===== src/rtl/core/assert_macros.svh =====
// Assertion macros shared by the tracker modules.
`ifndef ASSERT_MACROS_SVH
`define ASSERT_MACROS_SVH

// Same-cycle implication, checked on every rising clock edge outside reset.
`define KAT_ASSERT_IMPL(lbl, ante, cons, msg) \
	lbl: assert property (@(posedge clk) disable iff (!arst_n) (ante) |-> (cons)) \
		else $error(msg);

// Next-cycle implication, checked on every rising clock edge outside reset.
`define KAT_ASSERT_NEXT(lbl, ante, cons, msg) \
	lbl: assert property (@(posedge clk) disable iff (!arst_n) (ante) |=> (cons)) \
		else $error(msg);

`endif


===== src/rtl/core/kat_pkg.sv =====
// Shared types and constants of the two-axis tracker.
`default_nettype none

package kat_pkg;

	localparam int GAIN_BITS = 16;
	localparam int VAR_W     = 26;
	localparam logic [VAR_W-1:0]   VAR_MAX  = {VAR_W{1'b1}};
	localparam logic [GAIN_BITS:0] GAIN_ONE = {1'b1, {GAIN_BITS{1'b0}}};

	localparam int CFG_W     = 16;
	localparam int CFG_IDX_W = 3;

	localparam logic [CFG_IDX_W-1:0] CFG_PROC_NOISE_X = 3'd0;
	localparam logic [CFG_IDX_W-1:0] CFG_PROC_NOISE_Y = 3'd1;
	localparam logic [CFG_IDX_W-1:0] CFG_FIRST_NOISE  = 3'd2;
	localparam logic [CFG_IDX_W-1:0] CFG_START_X      = 3'd3;
	localparam logic [CFG_IDX_W-1:0] CFG_START_Y      = 3'd4;

	localparam logic [CFG_W-1:0] RST_PROC_NOISE  = 16'd10;
	localparam logic [CFG_W-1:0] RST_FIRST_NOISE = 16'd10;
	localparam int RST_START_X = 160;
	localparam int RST_START_Y = 120;

	typedef struct packed {
		logic start;
		logic gain;
	} div_req_t;

	typedef struct packed {
		logic rd;
		logic push;
	} hist_ctl_t;

	function automatic int imax(input int a, input int b);
		return (a > b) ? a : b;
	endfunction

endpackage

`default_nettype wire


===== src/rtl/core/kat_div.sv =====
// Shared restoring divider that produces one quotient bit per cycle.
`default_nettype none
`include "assert_macros.svh"

module kat_div #(
	parameter int DEN_W = 29,
	parameter int AW    = 32
) (
	input  logic               clk,
	input  logic               arst_n,
	input  kat_pkg::div_req_t  req,
	input  logic [DEN_W-1:0]   rem0,
	input  logic [DEN_W-1:0]   den,
	input  logic [AW-1:0]      bits,
	output logic               done,
	output logic [AW-1:0]      quot
);
	import kat_pkg::*;

	localparam int STEP_W = $clog2(AW + 1);
	localparam logic [STEP_W-1:0] GAIN_STEPS = STEP_W'(GAIN_BITS + 1);
	localparam logic [STEP_W-1:0] MEAN_STEPS = STEP_W'(AW);

	logic              busy_q;
	logic              done_q;
	logic [STEP_W-1:0] step_q;
	logic [DEN_W-1:0]  rem_q;
	logic [DEN_W-1:0]  den_q;
	logic [AW-1:0]     a_q;

	logic [DEN_W:0] trial;
	logic [DEN_W:0] diff;
	logic           fits;

	assign trial = {rem_q, a_q[AW-1]};
	assign fits  = trial >= {1'b0, den_q};
	assign diff  = trial - {1'b0, den_q};

	always_ff @(posedge clk or negedge arst_n) begin
		if (!arst_n) begin
			busy_q <= 1'b0;
			done_q <= 1'b0;
			step_q <= '0;
		end else begin
			done_q <= 1'b0;
			if (req.start) begin
				busy_q <= 1'b1;
				step_q <= req.gain ? GAIN_STEPS : MEAN_STEPS;
			end else if (busy_q) begin
				step_q <= step_q - STEP_W'(1);
				if (step_q == STEP_W'(1)) begin
					busy_q <= 1'b0;
					done_q <= 1'b1;
				end
			end
		end
	end

	always_ff @(posedge clk) begin
		if (req.start) begin
			rem_q <= rem0;
			den_q <= den;
			a_q   <= bits;
		end else if (busy_q) begin
			rem_q <= fits ? diff[DEN_W-1:0] : trial[DEN_W-1:0];
			a_q   <= {a_q[AW-2:0], fits};
		end
	end

	assign done = done_q;
	assign quot = a_q;

	`KAT_ASSERT_NEXT(a_div_start_busy, req.start, busy_q, "divider did not start")
	`KAT_ASSERT_IMPL(a_div_done_after_busy, done_q, $past(busy_q) && !busy_q,
		"divider done without a running division")

endmodule

`default_nettype wire


===== src/rtl/core/kat_hist.sv =====
// Circular history of squared steps for both axes, with fill tracking.
`default_nettype none
`include "assert_macros.svh"

module kat_hist #(
	parameter int WINDOW = 10,
	parameter int WORD_W = 40
) (
	input  logic               clk,
	input  logic               arst_n,
	input  kat_pkg::hist_ctl_t ctl,
	input  logic [WORD_W-1:0]  wdata,
	output logic [WORD_W-1:0]  oldest
);
	import kat_pkg::*;

	localparam int PTR_W  = (WINDOW > 1) ? $clog2(WINDOW) : 1;
	localparam int FILL_W = $clog2(WINDOW + 1);

	logic [WORD_W-1:0] mem [WINDOW];
	logic [WORD_W-1:0] rd_q;
	logic [PTR_W-1:0]  ptr_q;
	logic [FILL_W-1:0] fill_q;
	logic              full;

	assign full = fill_q == FILL_W'(WINDOW);

	always_ff @(posedge clk) begin
		if (ctl.push) begin
			mem[ptr_q] <= wdata;
		end
		if (ctl.rd) begin
			rd_q <= mem[ptr_q];
		end
	end

	always_ff @(posedge clk or negedge arst_n) begin
		if (!arst_n) begin
			ptr_q  <= '0;
			fill_q <= '0;
		end else if (ctl.push) begin
			ptr_q <= (ptr_q == PTR_W'(WINDOW - 1)) ? '0 : ptr_q + PTR_W'(1);
			if (!full) begin
				fill_q <= fill_q + FILL_W'(1);
			end
		end
	end

	// Until the window has wrapped, the oldest entry is one of the initial zeros.
	assign oldest = full ? rd_q : '0;

	`KAT_ASSERT_NEXT(a_hist_stays_full, ctl.push && full, full, "history lost its fill")

endmodule

`default_nettype wire


===== src/rtl/core/two_axis_kalman_tracker.sv =====
// Top level of the two-axis constant-position Kalman tracker.
//
// Each transfer on the slave side carries one observed position and yields one
// filtered position on the master side. Both axes run a scalar Kalman update in
// turn under one sequencer, sharing one multiplier and one restoring divider that
// yields one quotient bit per cycle. The divider sets the rate; the first item
// after reset needs no noise mean and skips that division. An axis whose gain
// denominator is zero skips the gain division, and a result that cannot leave
// holds the sequencer in its final state until the output register is free.
// The input side is not ready while an item is in work, but a finished result
// waits in the output register while the next item is taken. Configuration writes
// are taken in any cycle and are meant to be issued while the block is idle;
// start positions are taken only until the first item has finished.
`default_nettype none
`include "assert_macros.svh"

module two_axis_kalman_tracker #(
	parameter int WINDOW_LEN = 10,
	parameter int COORD_BITS = 10,
	parameter int FRAC_BITS  = 8
) (
	input  logic                                 clk,
	input  logic                                 arst_n,
	input  logic                                 wr_en,
	input  logic [kat_pkg::CFG_IDX_W-1:0]        wr_index,
	input  logic [kat_pkg::CFG_W-1:0]            wr_data,
	input  logic                                 s_tvalid,
	output logic                                 s_tready,
	// Fields from bit 0 up: obs_x, obs_y, zero padding.
	input  logic [((2*COORD_BITS+7)/8)*8-1:0]    s_tdata,
	output logic                                 m_tvalid,
	input  logic                                 m_tready,
	// Fields from bit 0 up: est_x, est_y, zero padding.
	output logic [((2*COORD_BITS+7)/8)*8-1:0]    m_tdata
);
	import kat_pkg::*;

	localparam int CB     = COORD_BITS;
	localparam int F      = FRAC_BITS;
	localparam int EW     = CB + F;
	localparam int SQ_W   = 2 * CB;
	localparam int SUM_W  = SQ_W + $clog2(WINDOW_LEN + 1);
	localparam int R_W    = SQ_W + F;
	localparam int AW     = SUM_W + F;
	localparam int DEN_W  = imax(VAR_W, R_W) + 1;
	localparam int CNT_W  = $clog2(WINDOW_LEN + 1);
	localparam int CW     = (WINDOW_LEN > 1) ? $clog2(WINDOW_LEN) : 1;
	localparam int DATA_W = ((2 * CB + 7) / 8) * 8;
	localparam int PS_W   = imax(VAR_W, CFG_W + F) + 1;
	localparam int MA_W   = imax(VAR_W, imax(GAIN_BITS, CB));
	localparam int MB_W   = imax(EW, imax(GAIN_BITS + 1, CB));
	localparam int MP_W   = MA_W + MB_W;

	localparam logic [CW-1:0]   C_MAX      = CW'(WINDOW_LEN - 1);
	localparam logic [AW-1:0]   GAIN_LIMIT = AW'(GAIN_ONE);

	localparam logic [3:0] S_IDLE      = 4'd0;
	localparam logic [3:0] S_SQ        = 4'd1;
	localparam logic [3:0] S_SUM       = 4'd2;
	localparam logic [3:0] S_MEAN_GO   = 4'd3;
	localparam logic [3:0] S_MEAN_WAIT = 4'd4;
	localparam logic [3:0] S_GAIN_GO   = 4'd5;
	localparam logic [3:0] S_GAIN_WAIT = 4'd6;
	localparam logic [3:0] S_EST_MUL   = 4'd7;
	localparam logic [3:0] S_EST       = 4'd8;
	localparam logic [3:0] S_VAR_MUL   = 4'd9;
	localparam logic [3:0] S_VAR       = 4'd10;
	localparam logic [3:0] S_FIN       = 4'd11;

	logic [3:0]       state_q;
	logic             ax_q;
	logic [CNT_W-1:0] cnt_q;
	logic [CW-1:0]    c_q;

	logic [CFG_W-1:0] qn_q [2];
	logic [CFG_W-1:0] first_q;

	logic [CB-1:0]    obs_q [2];
	logic [CB-1:0]    last_q [2];
	logic [EW-1:0]    est_q [2];
	logic [VAR_W-1:0] var_q [2];
	logic [SUM_W-1:0] sum_q [2];
	logic [SQ_W-1:0]  sq_q [2];

	logic [VAR_W-1:0]     p_q;
	logic [R_W-1:0]       r_q;
	logic [GAIN_BITS-1:0] k_q;
	logic                 dir_q;
	logic [MP_W-1:0]      mul_q;
	logic                 m_tvalid_q;
	logic [DATA_W-1:0]    m_data_q;

	logic                 s_accept;
	logic                 out_free;
	logic [CB-1:0]        obs_a;
	logic [CB-1:0]        last_a;
	logic [EW-1:0]        est_a;
	logic [CB-1:0]        step;
	logic [PS_W-1:0]      psum;
	logic [VAR_W-1:0]     p_next;
	logic [EW-1:0]        target;
	logic                 tgt_ge;
	logic [EW-1:0]        diff;
	logic [EW-1:0]        delta;
	logic [DEN_W-1:0]     den_gain;
	logic [GAIN_BITS:0]   one_minus_k;
	logic [GAIN_BITS-1:0] k_sat;
	logic [MA_W-1:0]      mul_a;
	logic [MB_W-1:0]      mul_b;
	logic [SQ_W-1:0]      old_a;

	div_req_t         div_req;
	logic [DEN_W-1:0] div_rem0;
	logic [DEN_W-1:0] div_den;
	logic [AW-1:0]    div_bits;
	logic             div_done;
	logic [AW-1:0]    div_quot;

	hist_ctl_t         hist_ctl;
	logic [2*SQ_W-1:0] hist_old;

	assign s_tready = state_q == S_IDLE;
	assign s_accept = s_tvalid && s_tready;
	assign out_free = !m_tvalid_q || m_tready;
	assign m_tvalid = m_tvalid_q;
	assign m_tdata  = m_data_q;

	assign obs_a  = obs_q[ax_q];
	assign last_a = last_q[ax_q];
	assign est_a  = est_q[ax_q];
	assign old_a  = ax_q ? hist_old[2*SQ_W-1:SQ_W] : hist_old[SQ_W-1:0];

	assign step   = (obs_a >= last_a) ? obs_a - last_a : last_a - obs_a;
	assign psum   = PS_W'(var_q[ax_q]) + PS_W'({qn_q[ax_q], {F{1'b0}}});
	assign p_next = (psum > PS_W'(VAR_MAX)) ? VAR_MAX : psum[VAR_W-1:0];

	assign target = {obs_a, {F{1'b0}}};
	assign tgt_ge = target >= est_a;
	assign diff   = tgt_ge ? target - est_a : est_a - target;
	assign delta  = mul_q[GAIN_BITS +: EW];

	assign den_gain    = DEN_W'(p_q) + DEN_W'(r_q);
	assign one_minus_k = GAIN_ONE - {1'b0, k_q};
	assign k_sat       = (|div_quot[AW-1:GAIN_BITS]) ? {GAIN_BITS{1'b1}}
	                                                 : div_quot[GAIN_BITS-1:0];

	always_comb begin
		case (state_q)
			S_SQ: begin
				mul_a = MA_W'(step);
				mul_b = MB_W'(step);
			end
			S_EST_MUL: begin
				mul_a = MA_W'(k_q);
				mul_b = MB_W'(diff);
			end
			S_VAR_MUL: begin
				mul_a = MA_W'(p_q);
				mul_b = MB_W'(one_minus_k);
			end
			default: begin
				mul_a = '0;
				mul_b = '0;
			end
		endcase
	end

	always_comb begin
		div_req.start = 1'b0;
		div_req.gain  = 1'b0;
		div_rem0      = '0;
		div_den       = '0;
		div_bits      = '0;
		case (state_q)
			S_MEAN_GO: begin
				div_req.start = 1'b1;
				div_den       = DEN_W'(c_q) + DEN_W'(1);
				div_bits      = {sum_q[ax_q], {F{1'b0}}};
			end
			S_GAIN_GO: begin
				// The gain quotient is at most one, so only its top bits are worked out.
				div_req.start = den_gain != '0;
				div_req.gain  = 1'b1;
				div_rem0      = DEN_W'(p_q >> 1);
				div_den       = den_gain;
				div_bits      = {p_q[0], {(AW-1){1'b0}}};
			end
			default: begin
				div_req.start = 1'b0;
			end
		endcase
	end

	assign hist_ctl.rd   = s_accept;
	assign hist_ctl.push = (state_q == S_FIN) && out_free && (c_q != '0);

	kat_div #(
		.DEN_W(DEN_W),
		.AW   (AW)
	) u_div (
		.clk   (clk),
		.arst_n(arst_n),
		.req   (div_req),
		.rem0  (div_rem0),
		.den   (div_den),
		.bits  (div_bits),
		.done  (div_done),
		.quot  (div_quot)
	);

	kat_hist #(
		.WINDOW(WINDOW_LEN),
		.WORD_W(2 * SQ_W)
	) u_hist (
		.clk   (clk),
		.arst_n(arst_n),
		.ctl   (hist_ctl),
		.wdata ({sq_q[1], sq_q[0]}),
		.oldest(hist_old)
	);

	always_ff @(posedge clk or negedge arst_n) begin
		if (!arst_n) begin
			state_q    <= S_IDLE;
			ax_q       <= 1'b0;
			cnt_q      <= '0;
			m_tvalid_q <= 1'b0;
			qn_q[0]    <= RST_PROC_NOISE;
			qn_q[1]    <= RST_PROC_NOISE;
			first_q    <= RST_FIRST_NOISE;
			est_q[0]   <= {CB'(RST_START_X), {F{1'b0}}};
			est_q[1]   <= {CB'(RST_START_Y), {F{1'b0}}};
			var_q[0]   <= '0;
			var_q[1]   <= '0;
			last_q[0]  <= '0;
			last_q[1]  <= '0;
			sum_q[0]   <= '0;
			sum_q[1]   <= '0;
		end else begin
			if ((state_q == S_FIN) && out_free) begin
				m_tvalid_q <= 1'b1;
			end else if (m_tready) begin
				m_tvalid_q <= 1'b0;
			end
			if (wr_en) begin
				case (wr_index)
					CFG_PROC_NOISE_X: qn_q[0] <= wr_data;
					CFG_PROC_NOISE_Y: qn_q[1] <= wr_data;
					CFG_FIRST_NOISE:  first_q <= wr_data;
					CFG_START_X: begin
						if (cnt_q == '0) begin
							est_q[0] <= {wr_data[CB-1:0], {F{1'b0}}};
						end
					end
					CFG_START_Y: begin
						if (cnt_q == '0) begin
							est_q[1] <= {wr_data[CB-1:0], {F{1'b0}}};
						end
					end
					default: begin
					end
				endcase
			end
			case (state_q)
				S_IDLE: begin
					if (s_accept) begin
						ax_q    <= 1'b0;
						state_q <= S_SQ;
					end
				end
				S_SQ: begin
					state_q <= S_SUM;
				end
				S_SUM: begin
					if (c_q == '0) begin
						state_q <= S_GAIN_GO;
					end else begin
						sum_q[ax_q] <= sum_q[ax_q] - SUM_W'(old_a) + SUM_W'(mul_q[SQ_W-1:0]);
						state_q     <= S_MEAN_GO;
					end
				end
				S_MEAN_GO: begin
					state_q <= S_MEAN_WAIT;
				end
				S_MEAN_WAIT: begin
					if (div_done) begin
						state_q <= S_GAIN_GO;
					end
				end
				S_GAIN_GO: begin
					state_q <= (den_gain == '0) ? S_EST_MUL : S_GAIN_WAIT;
				end
				S_GAIN_WAIT: begin
					if (div_done) begin
						state_q <= S_EST_MUL;
					end
				end
				S_EST_MUL: begin
					state_q <= S_EST;
				end
				S_EST: begin
					est_q[ax_q] <= dir_q ? est_a + delta : est_a - delta;
					state_q     <= S_VAR_MUL;
				end
				S_VAR_MUL: begin
					state_q <= S_VAR;
				end
				S_VAR: begin
					var_q[ax_q]  <= mul_q[GAIN_BITS +: VAR_W];
					last_q[ax_q] <= obs_a;
					if (!ax_q) begin
						ax_q    <= 1'b1;
						state_q <= S_SQ;
					end else begin
						state_q <= S_FIN;
					end
				end
				S_FIN: begin
					if (out_free) begin
						cnt_q   <= CNT_W'(c_q) + CNT_W'(1);
						state_q <= S_IDLE;
					end
				end
				default: begin
					state_q <= S_IDLE;
				end
			endcase
		end
	end

	always_ff @(posedge clk) begin
		mul_q <= mul_a * mul_b;
		if (s_accept) begin
			obs_q[0] <= s_tdata[CB-1:0];
			obs_q[1] <= s_tdata[2*CB-1:CB];
			c_q      <= (cnt_q >= CNT_W'(C_MAX)) ? C_MAX : cnt_q[CW-1:0];
		end
		case (state_q)
			S_SQ: begin
				p_q <= p_next;
			end
			S_SUM: begin
				sq_q[ax_q] <= mul_q[SQ_W-1:0];
				if (c_q == '0) begin
					r_q <= R_W'({first_q, {F{1'b0}}});
				end
			end
			S_MEAN_WAIT: begin
				if (div_done) begin
					r_q <= div_quot[R_W-1:0];
				end
			end
			S_GAIN_GO: begin
				if (den_gain == '0) begin
					k_q <= '0;
				end
			end
			S_GAIN_WAIT: begin
				if (div_done) begin
					k_q <= k_sat;
				end
			end
			S_EST_MUL: begin
				dir_q <= tgt_ge;
			end
			S_FIN: begin
				if (out_free) begin
					m_data_q <= DATA_W'({est_q[1][EW-1:F], est_q[0][EW-1:F]});
				end
			end
			default: begin
			end
		endcase
	end

	`KAT_ASSERT_NEXT(a_busy_after_accept, s_tvalid && s_tready, !s_tready,
		"input side still ready after taking an item")
	`KAT_ASSERT_IMPL(a_gain_in_range, (state_q == S_GAIN_WAIT) && div_done,
		div_quot <= GAIN_LIMIT, "gain quotient above one")

endmodule

`default_nettype wire

===== config.mk =====
export PLATFORM = sky130hd
export DESIGN_NAME = two_axis_kalman_tracker
export DESIGN_NICKNAME = d
export VERILOG_FILES = /design/src/rtl/core/kat_pkg.sv /design/src/rtl/core/kat_div.sv /design/src/rtl/core/kat_hist.sv /design/src/rtl/core/two_axis_kalman_tracker.sv
export VERILOG_INCLUDE_DIRS = /design/src /design/src/rtl/core
export SDC_FILE = /design/constraint.sdc
export NUM_CORES = 2
export LEC_CHECK = 0
export BUFFER_PORTS_ARGS = -buffer_cell sky130_fd_sc_hd__buf_2
export CAP_MARGIN = 30
export CORE_ASPECT_RATIO = 0.9
export CORE_MARGIN = 2
export CORE_UTILIZATION = 40
export CTS_BUF_LIST = sky130_fd_sc_hd__clkbuf_2
export DETAILED_ROUTE_END_ITERATION = 7
export GPL_ROUTABILITY_DRIVEN = 0
export PLACE_DENSITY = 0.61
export SLEW_MARGIN = 30
export SYNTH_ARGS = -nofsm -noshare
export SYNTH_HDL_FRONTEND = slang
export SYNTH_SLANG_ARGS = --single-unit
export TNS_END_PERCENT = 100

===== constraint.sdc =====
create_clock -name clk -period 16.7 [get_ports clk]
set_clock_uncertainty 0.1 [all_clocks]
set_input_delay 0.835 -clock clk [delete_from_list [all_inputs] [get_ports clk]]
set_output_delay 0.835 -clock clk [all_outputs]
set_load 0.05 [all_outputs]

# --- Word level (Yosys, flattened, before mapping) ---
# Memories as Yosys holds them, arrays and structs flattened. A register that Yosys moved wholly into a read port is not among the register bits.
# Index checks and enable logic that the tools add are counted.
word_totals:
  elab_cells: 199
  in_bits: 48
  memories: 3
  ram_bits: 460
  output_inout_bits: 26
  register_bits: 457
memory_table:
  columns: ["memory", "depth", "width", "rd", "rd_clocked_by_memory_dff", "write_ports", "line_no", "source"]
  rows:
  - ["u_hist.mem", 10, 40, 1, 1, 1, "kat_hist.sv:20", "logic [WORD_W-1:0] mem [WINDOW];"]
  - ["sq_q", 2, 20, 2, 0, 1, "two_axis_kalman_tracker.sv:83", "logic [SQ_W-1:0] sq_q [2];"]
  - ["obs_q", 2, 10, 1, 0, 2, "two_axis_kalman_tracker.sv:78", "logic [CB-1:0] obs_q [2];"]
op_classes:
  n_lt_le_gt_ge: 7
  n_reduce_logical: 29
  eq_ne: 24
  n_addsub: 17
  bitwise_logic: 3
  mux: 85
  n_mul: 1
op_table:
  columns: ["cell", "count"]
  rows:
  - ["18-bit two-way mux", 10]
  - ["26-bit two-way mux", 4]
  - ["16-bit two-way mux", 6]
  - ["24-bit two-way mux", 4]
  - ["29-bit two-way mux", 3]
  - ["26-bit case mux with 3 select lines", 1]
  - ["36-bit two-way mux", 2]
  - ["32-bit two-way mux", 2]
  - ["32-bit case mux with 2 select lines", 1]
  - ["29-bit case mux with 2 select lines", 1]
  - ["28-bit two-way mux", 2]
  - ["28-bit case mux with 2 select lines", 1]
  - ["18-bit case mux with 3 select lines", 1]
  - ["18-bit subtractor", 3]
  - ["52-bit bitwise mux", 1]
  - ["10-bit two-way mux", 5]
  - ["48-bit bitwise mux", 1]
  - ["4-bit case mux with 12 select lines", 1]
  - ["26-bit by 18-bit multiplier with 42-bit output", 1]
  - ["40-bit two-way mux", 1]
  - ["36-bit bitwise mux", 1]
  - ["16-bit case mux with 2 select lines", 1]
  - ["30-bit by 29-bit greater-or-equal comparator with 1-bit output", 1]
  - ["26-bit by 28-bit adder with 29-bit output", 1]
  - ["53 further kinds", 111]

# --- Depth between registers and ports, before layout ---
logic_depth:
  ltp_word: 8
  ltp_mapped: 48

# --- Cells and area by module ---
# Synthesis repeated with hierarchy kept, for this count alone.
unflattened:
  hier_cells: 5224
  hier_area_um2: 60966.0
modules_own_cells:
  columns: ["mod", "cells_per_inst", "instances", "area_per_inst_um2", "seq_area_each_um2"]
  rows:
  - ["two_axis_kalman_tracker", 3875, 1, 37932.6, 10865.4]
  - ["kat_hist", 860, 1, 17171.5, 13412.9]
  - ["kat_div", 489, 1, 5861.9, 2902.8]

# --- Least setup slack after synthesis ---
# OpenSTA, ideal clock, no wires.
synth_path:
  path_kind: "register -> register"
  startpoint: "register ax_q"
  endpoint: "register mul_q[40]"
  period_less_slack_ps: 11476
  required_time_ps: 16528
  path_stages_with_launch: 42
  setup_slack_ps: 5224
  arrival_time_ps: 11304
  n_path_buf: 5
  setup_time_ps: 72
  cell_sequence: "dfrtp_1 -> buf_2 -> buf_2 -> buf_1 -> buf_1 -> clkbuf_1 -> mux2i_1 -> inv_1 -> fa_1 -> a21o_1 -> a2111oi_2 -> o21bai_1 -> a21oi_1 -> o21ai_2 -> mux2_2 -> o21ai_0 -> or2_2 -> a21oi_1 -> [6 not listed] -> inv_1 -> fa_1 -> fa_1 -> inv_1 -> fa_1 -> inv_1 -> ha_1 -> a21oi_1 -> o21ai_0 -> a221o_1 -> o211ai_1 -> a31oi_1 -> a221oi_1 -> o211a_1 -> o21bai_1 -> a31o_2 -> a21oi_1 -> xnor2_1"
synth_via:
  elab_cells_between_ends: 19
synth_rtl:
  columns: ["item", "line_no", "source"]
  rows:
  - ["from (decl)", "two_axis_kalman_tracker.sv:71", "logic ax_q;"]
  - ["from (signal assigned)", "two_axis_kalman_tracker.sv:225", "ax_q <= 1'b0;"]
  - ["from (signal assigned)", "two_axis_kalman_tracker.sv:267", "ax_q <= 1'b0;"]
  - ["from (signal assigned)", "two_axis_kalman_tracker.sv:312", "ax_q <= 1'b1;"]
  - ["memory read 2 x 10 bit (*)", null, null]
  - ["net obs_a[1]", "two_axis_kalman_tracker.sv:95", "logic [CB-1:0] obs_a;"]
  - ["18-bit subtractor, or another cell as far along", "two_axis_kalman_tracker.sv:139", "assign diff = tgt_ge ? target - est_a : est_a - target;"]
  - ["18-bit two-way mux or 10-bit two-way mux (tied branches)", "two_axis_kalman_tracker.sv:139, two_axis_kalman_tracker.sv:133", null]
  - ["18-bit case mux with 3 select lines or 26-bit case mux with 3 select lines (tied branches)", "two_axis_kalman_tracker.sv:148", "case (state_q)"]
  - ["26-bit by 18-bit multiplier with 42-bit output (*)", "two_axis_kalman_tracker.sv:332", "mul_q <= mul_a * mul_b;"]
  - ["to (signal assigned)", "two_axis_kalman_tracker.sv:332", null]
  - ["to (decl)", "two_axis_kalman_tracker.sv:89", "logic [MP_W-1:0] mul_q;"]
# Mark *: on every way through the listed nets, which the timed path passes. The rest lies on a longest branch. The select of a mux whose other input is x is not followed.
# A chain may end at the register's enable or synchronous reset.

# --- Final worst setup path ---
# Ends and elaborated chain as after synthesis.

==> metrics.csv <==
metric,value,unit
filler cell count,14079,
share of layout cells above drive strength 1,0.1619,
clk slew on worst S/H paths,0.10,ns
hold_buf cts,92,
clk root buf,clkbuf_2,
top fanout value on the critical path,49,
ANT nets after route,0,
CP top delay family,compound AO/OA/AOI/OAI gates,
Fin Setup TNS,0,ns
number of buffers and inverters on the critical path,6,
#FFs+latches synth,957,
fin cells,7647,
static leakage,29.93,nW
worst endpoint data arrival time,14.03,ns
Synth warnings,0,
HPWL after DPL,112.6,mm
# H-tree levels,4,
via density per instance,5.300,
"most used cell, CP",fa_1,
residual DRC count,0,
Syn Area/Cell,11.64,um^2
number of global-route vias before repair,41393,
register area share after synthesis,0.4513,
I/O Pins,74,
synthesized area,0.06023,mm^2
Final Slew Violations,0,
Tot GR Track Use,0.2138,
core occupancy in the finished layout,0.4423,
WL/cell,21.21,um
Rel. slew slack,0.3040,
global-route wire length before repair,248.1,mm
chip height,372.1,um
"Clk Latency, worst-skew pair",1.62,ns
max cap viols,0,
Synth Instances,5176,
Final Hold Violating Endpoints,0,
Die W,413.0,um
slowest cell on the critical path,dfrtp_4,
Cells after DPL,7086,
part of the cycle the worst path needs,0.7560,
area of the multi-input gates,0.02997,mm^2
WP data required,18.10,ns
"Distinct cells, synth",95,
Crit Path Class,flip-flop to flip-flop,
CTS resizes,0,
TritonCTS clock tree,built,
CTS buffer count,241,
RSZ-0062 raised after global routing,false,
core box area,0.1500,mm^2
Synth top area share,0.3415,
Initial Utilization,0.4015,
nets@finish,6159,
dpl ws,4.110,ns
"Largest stage delay, worst path",0.95,ns
initial detailed-routing violation count,3230,
Sinks on Clock Net,957,
setup violators final,0,
worst slew pin tran,1.044,ns
Power per Cell Area,66.64,mW/mm^2
Final WS setup,4.074,ns
total number of vias,40531,
Worst setup SP type,flip-flop,
Storage cell area,0.02719,mm^2
Pre-Repair DR Iteration Count,6,
fmax,79.20,MHz
GRT overflow,0,
Clock Path Buffers,3,
"EDFF count, synth",685,
Tmin final,12.63,ns
worst vdd ir,0.05435,mV
number of I/O port buffers,65,
Syn-to-layout area delta,10.17,%
largest cells by area after synthesis,"edfxtp_1, fa_1, dfrtp_1, ha_1, inv_1",
main flop type after synthesis,edfxtp_1,
top cell type by total area after synthesis,edfxtp_1,
setup bufs post-CTS,0,
pin count of the biggest net entering global routing,101,
initial antenna violation count,14,
Async SR Flop Fraction,0.2403,
Site Rows,135,
die area,0.1537,mm^2
status,"complete, no violations",
worst hold path class,primary input to flip-flop,
crit path capture type,flip-flop,
final wirelength,162.2,mm
registers in the layout (all words and copies together) (netlist names), 6 cells and up:
name / count
r_q: 28
u_div.quot: 32
m_tdata: 20
qn_q: 32
last_q: 20
u_div.rem_q: 29
k_q: 16
u_div.den_q: 29
u_div.step_q: 6
p_q: 26
sum_q: 48
sq_q: 40
u_hist.mem: 400
obs_q: 20
var_q: 52
u_hist.rd_q: 40
est_q: 36
first_q: 16
mul_q: 42
worst register-to-register path: cells and delay by family (launching register included):
kind	cells	cell delay [ns]
adder cells (fa/ha/maj)	8	3.99
AO/OA/AOI/OAI	18	5.01
XOR/XNOR	2	0.38
AND/OR/NAND/NOR	1	0.16
flip-flops	1	0.95
multiplexers	2	1.06
buffers and inverters	6	0.86
cells in the mapped netlist (16+ instances only):
library cell	n
a211oi_1	77
a21o_1	59
a21oi_1	194
a22o_1	22
a31oi_1	19
and2_1	23
and3_1	49
buf_1	30
buf_2	34
clkbuf_1	149
dfrtp_1	218
dfxtp_1	42
edfxtp_1	685
fa_1	410
ha_1	266
inv_1	638
mux2_2	201
mux2i_1	180
mux4_2	81
nand2_1	473
nand2b_1	54
nand3_1	38
nand4_1	17
nor2_1	450
nor2b_1	62
nor3_1	61
nor4_1	16
o21a_1	39
o21ai_0	140
o21bai_1	31
or3_1	24
xnor2_1	129
xor2_1	56
through the flow:
stage / hold WS [ns] / area, um^2 / total power [mW]
6_report: 0.2728 / 66350 / 4.421
5_1_grt: 0.1219 / 66340 / 4.613
4_1_cts: 0.01778 / 66320 / 4.473
3_5_place_dp: 0.3618 / 62970 / 2.748
3_3_place_gp: 0.3565 / 62890 / 2.745
2_1_floorplan: 0.3256 / 60260 / 2.684
path summary, 6_finish.rpt:
path,startpoint,endpoint,slack [ns],depth (start not counted)
max,ax_q,mul_q[40],4.07,37
min,s_tvalid,ax_q,0.27,5
max reg2reg,ax_q,mul_q[40],4.07,37
min reg2reg,u_hist.fill_q[3],u_hist.fill_q[3],0.38,1
max in group asynchronous,arst_n,u_hist.ptr_q[0],14.15,6
min in group asynchronous,arst_n,qn_q[1],0.78,4
metal layers:
metal  vias to the layer above  routed length [um]  GRT usage
met1                     20222               69410     0.2854
met2                      1525               72330     0.3258
met4                         8                5320    0.07685
met3                       296               15000    0.06854
li1                      18480                   -          -
met5                         -                 148   0.005329
cells in the final DEF, fill, tap and decap left out, types with 81 or more instances in the layout:
master / count
xnor2_1: 129
a21oi_1: 193
dlygate4sd3_1: 90
clkbuf_2: 375
mux4_2: 81
edfxtp_1: 685
fa_1: 410
mux2_2: 201
o21ai_0: 139
dfrtp_1: 213
nor2_1: 442
nand2_1: 472
mux2i_1: 180
inv_1: 638
ha_1: 266
kinds of logic after synthesis:
logic type | count (synthesis) | synth area share
AO/OA/AOI/OAI | 722 | 0.08023
XOR/XNOR | 185 | 0.02690
buffers and inverters | 866 | 0.05561
AND/OR/NAND/NOR | 1305 | 0.09625
multiplexers | 463 | 0.09802
adder cells (fa/ha/maj) | 676 | 0.1915
other | 2 | 0.0001247
flip-flops | 957 | 0.4513
power breakdown:
| part | switching, mW | internal, mW | total (mW) |
|---|---|---|---|
| clock | 1.02 | 0.683 | 1.70 |
| sequential | 0.0199 | 2.55 | 2.57 |
| combinational | 0.0789 | 0.0700 | 0.149 |
| total | 1.12 | 3.30 | 4.42 |
area by class of cell:
class                           count  share of cell area
Antenna cell                        8           0.0003017
Clock buffer                      375             0.02829
Clock inverter                     86            0.008033
Inverter                          642             0.03636
Multi-Input combinational cell   3363              0.4517
Sequential cell                   957              0.4099
Tap cell                         1986             0.03745
Timing Repair Buffer              230             0.02802
(Power assumes the default switching activity.)
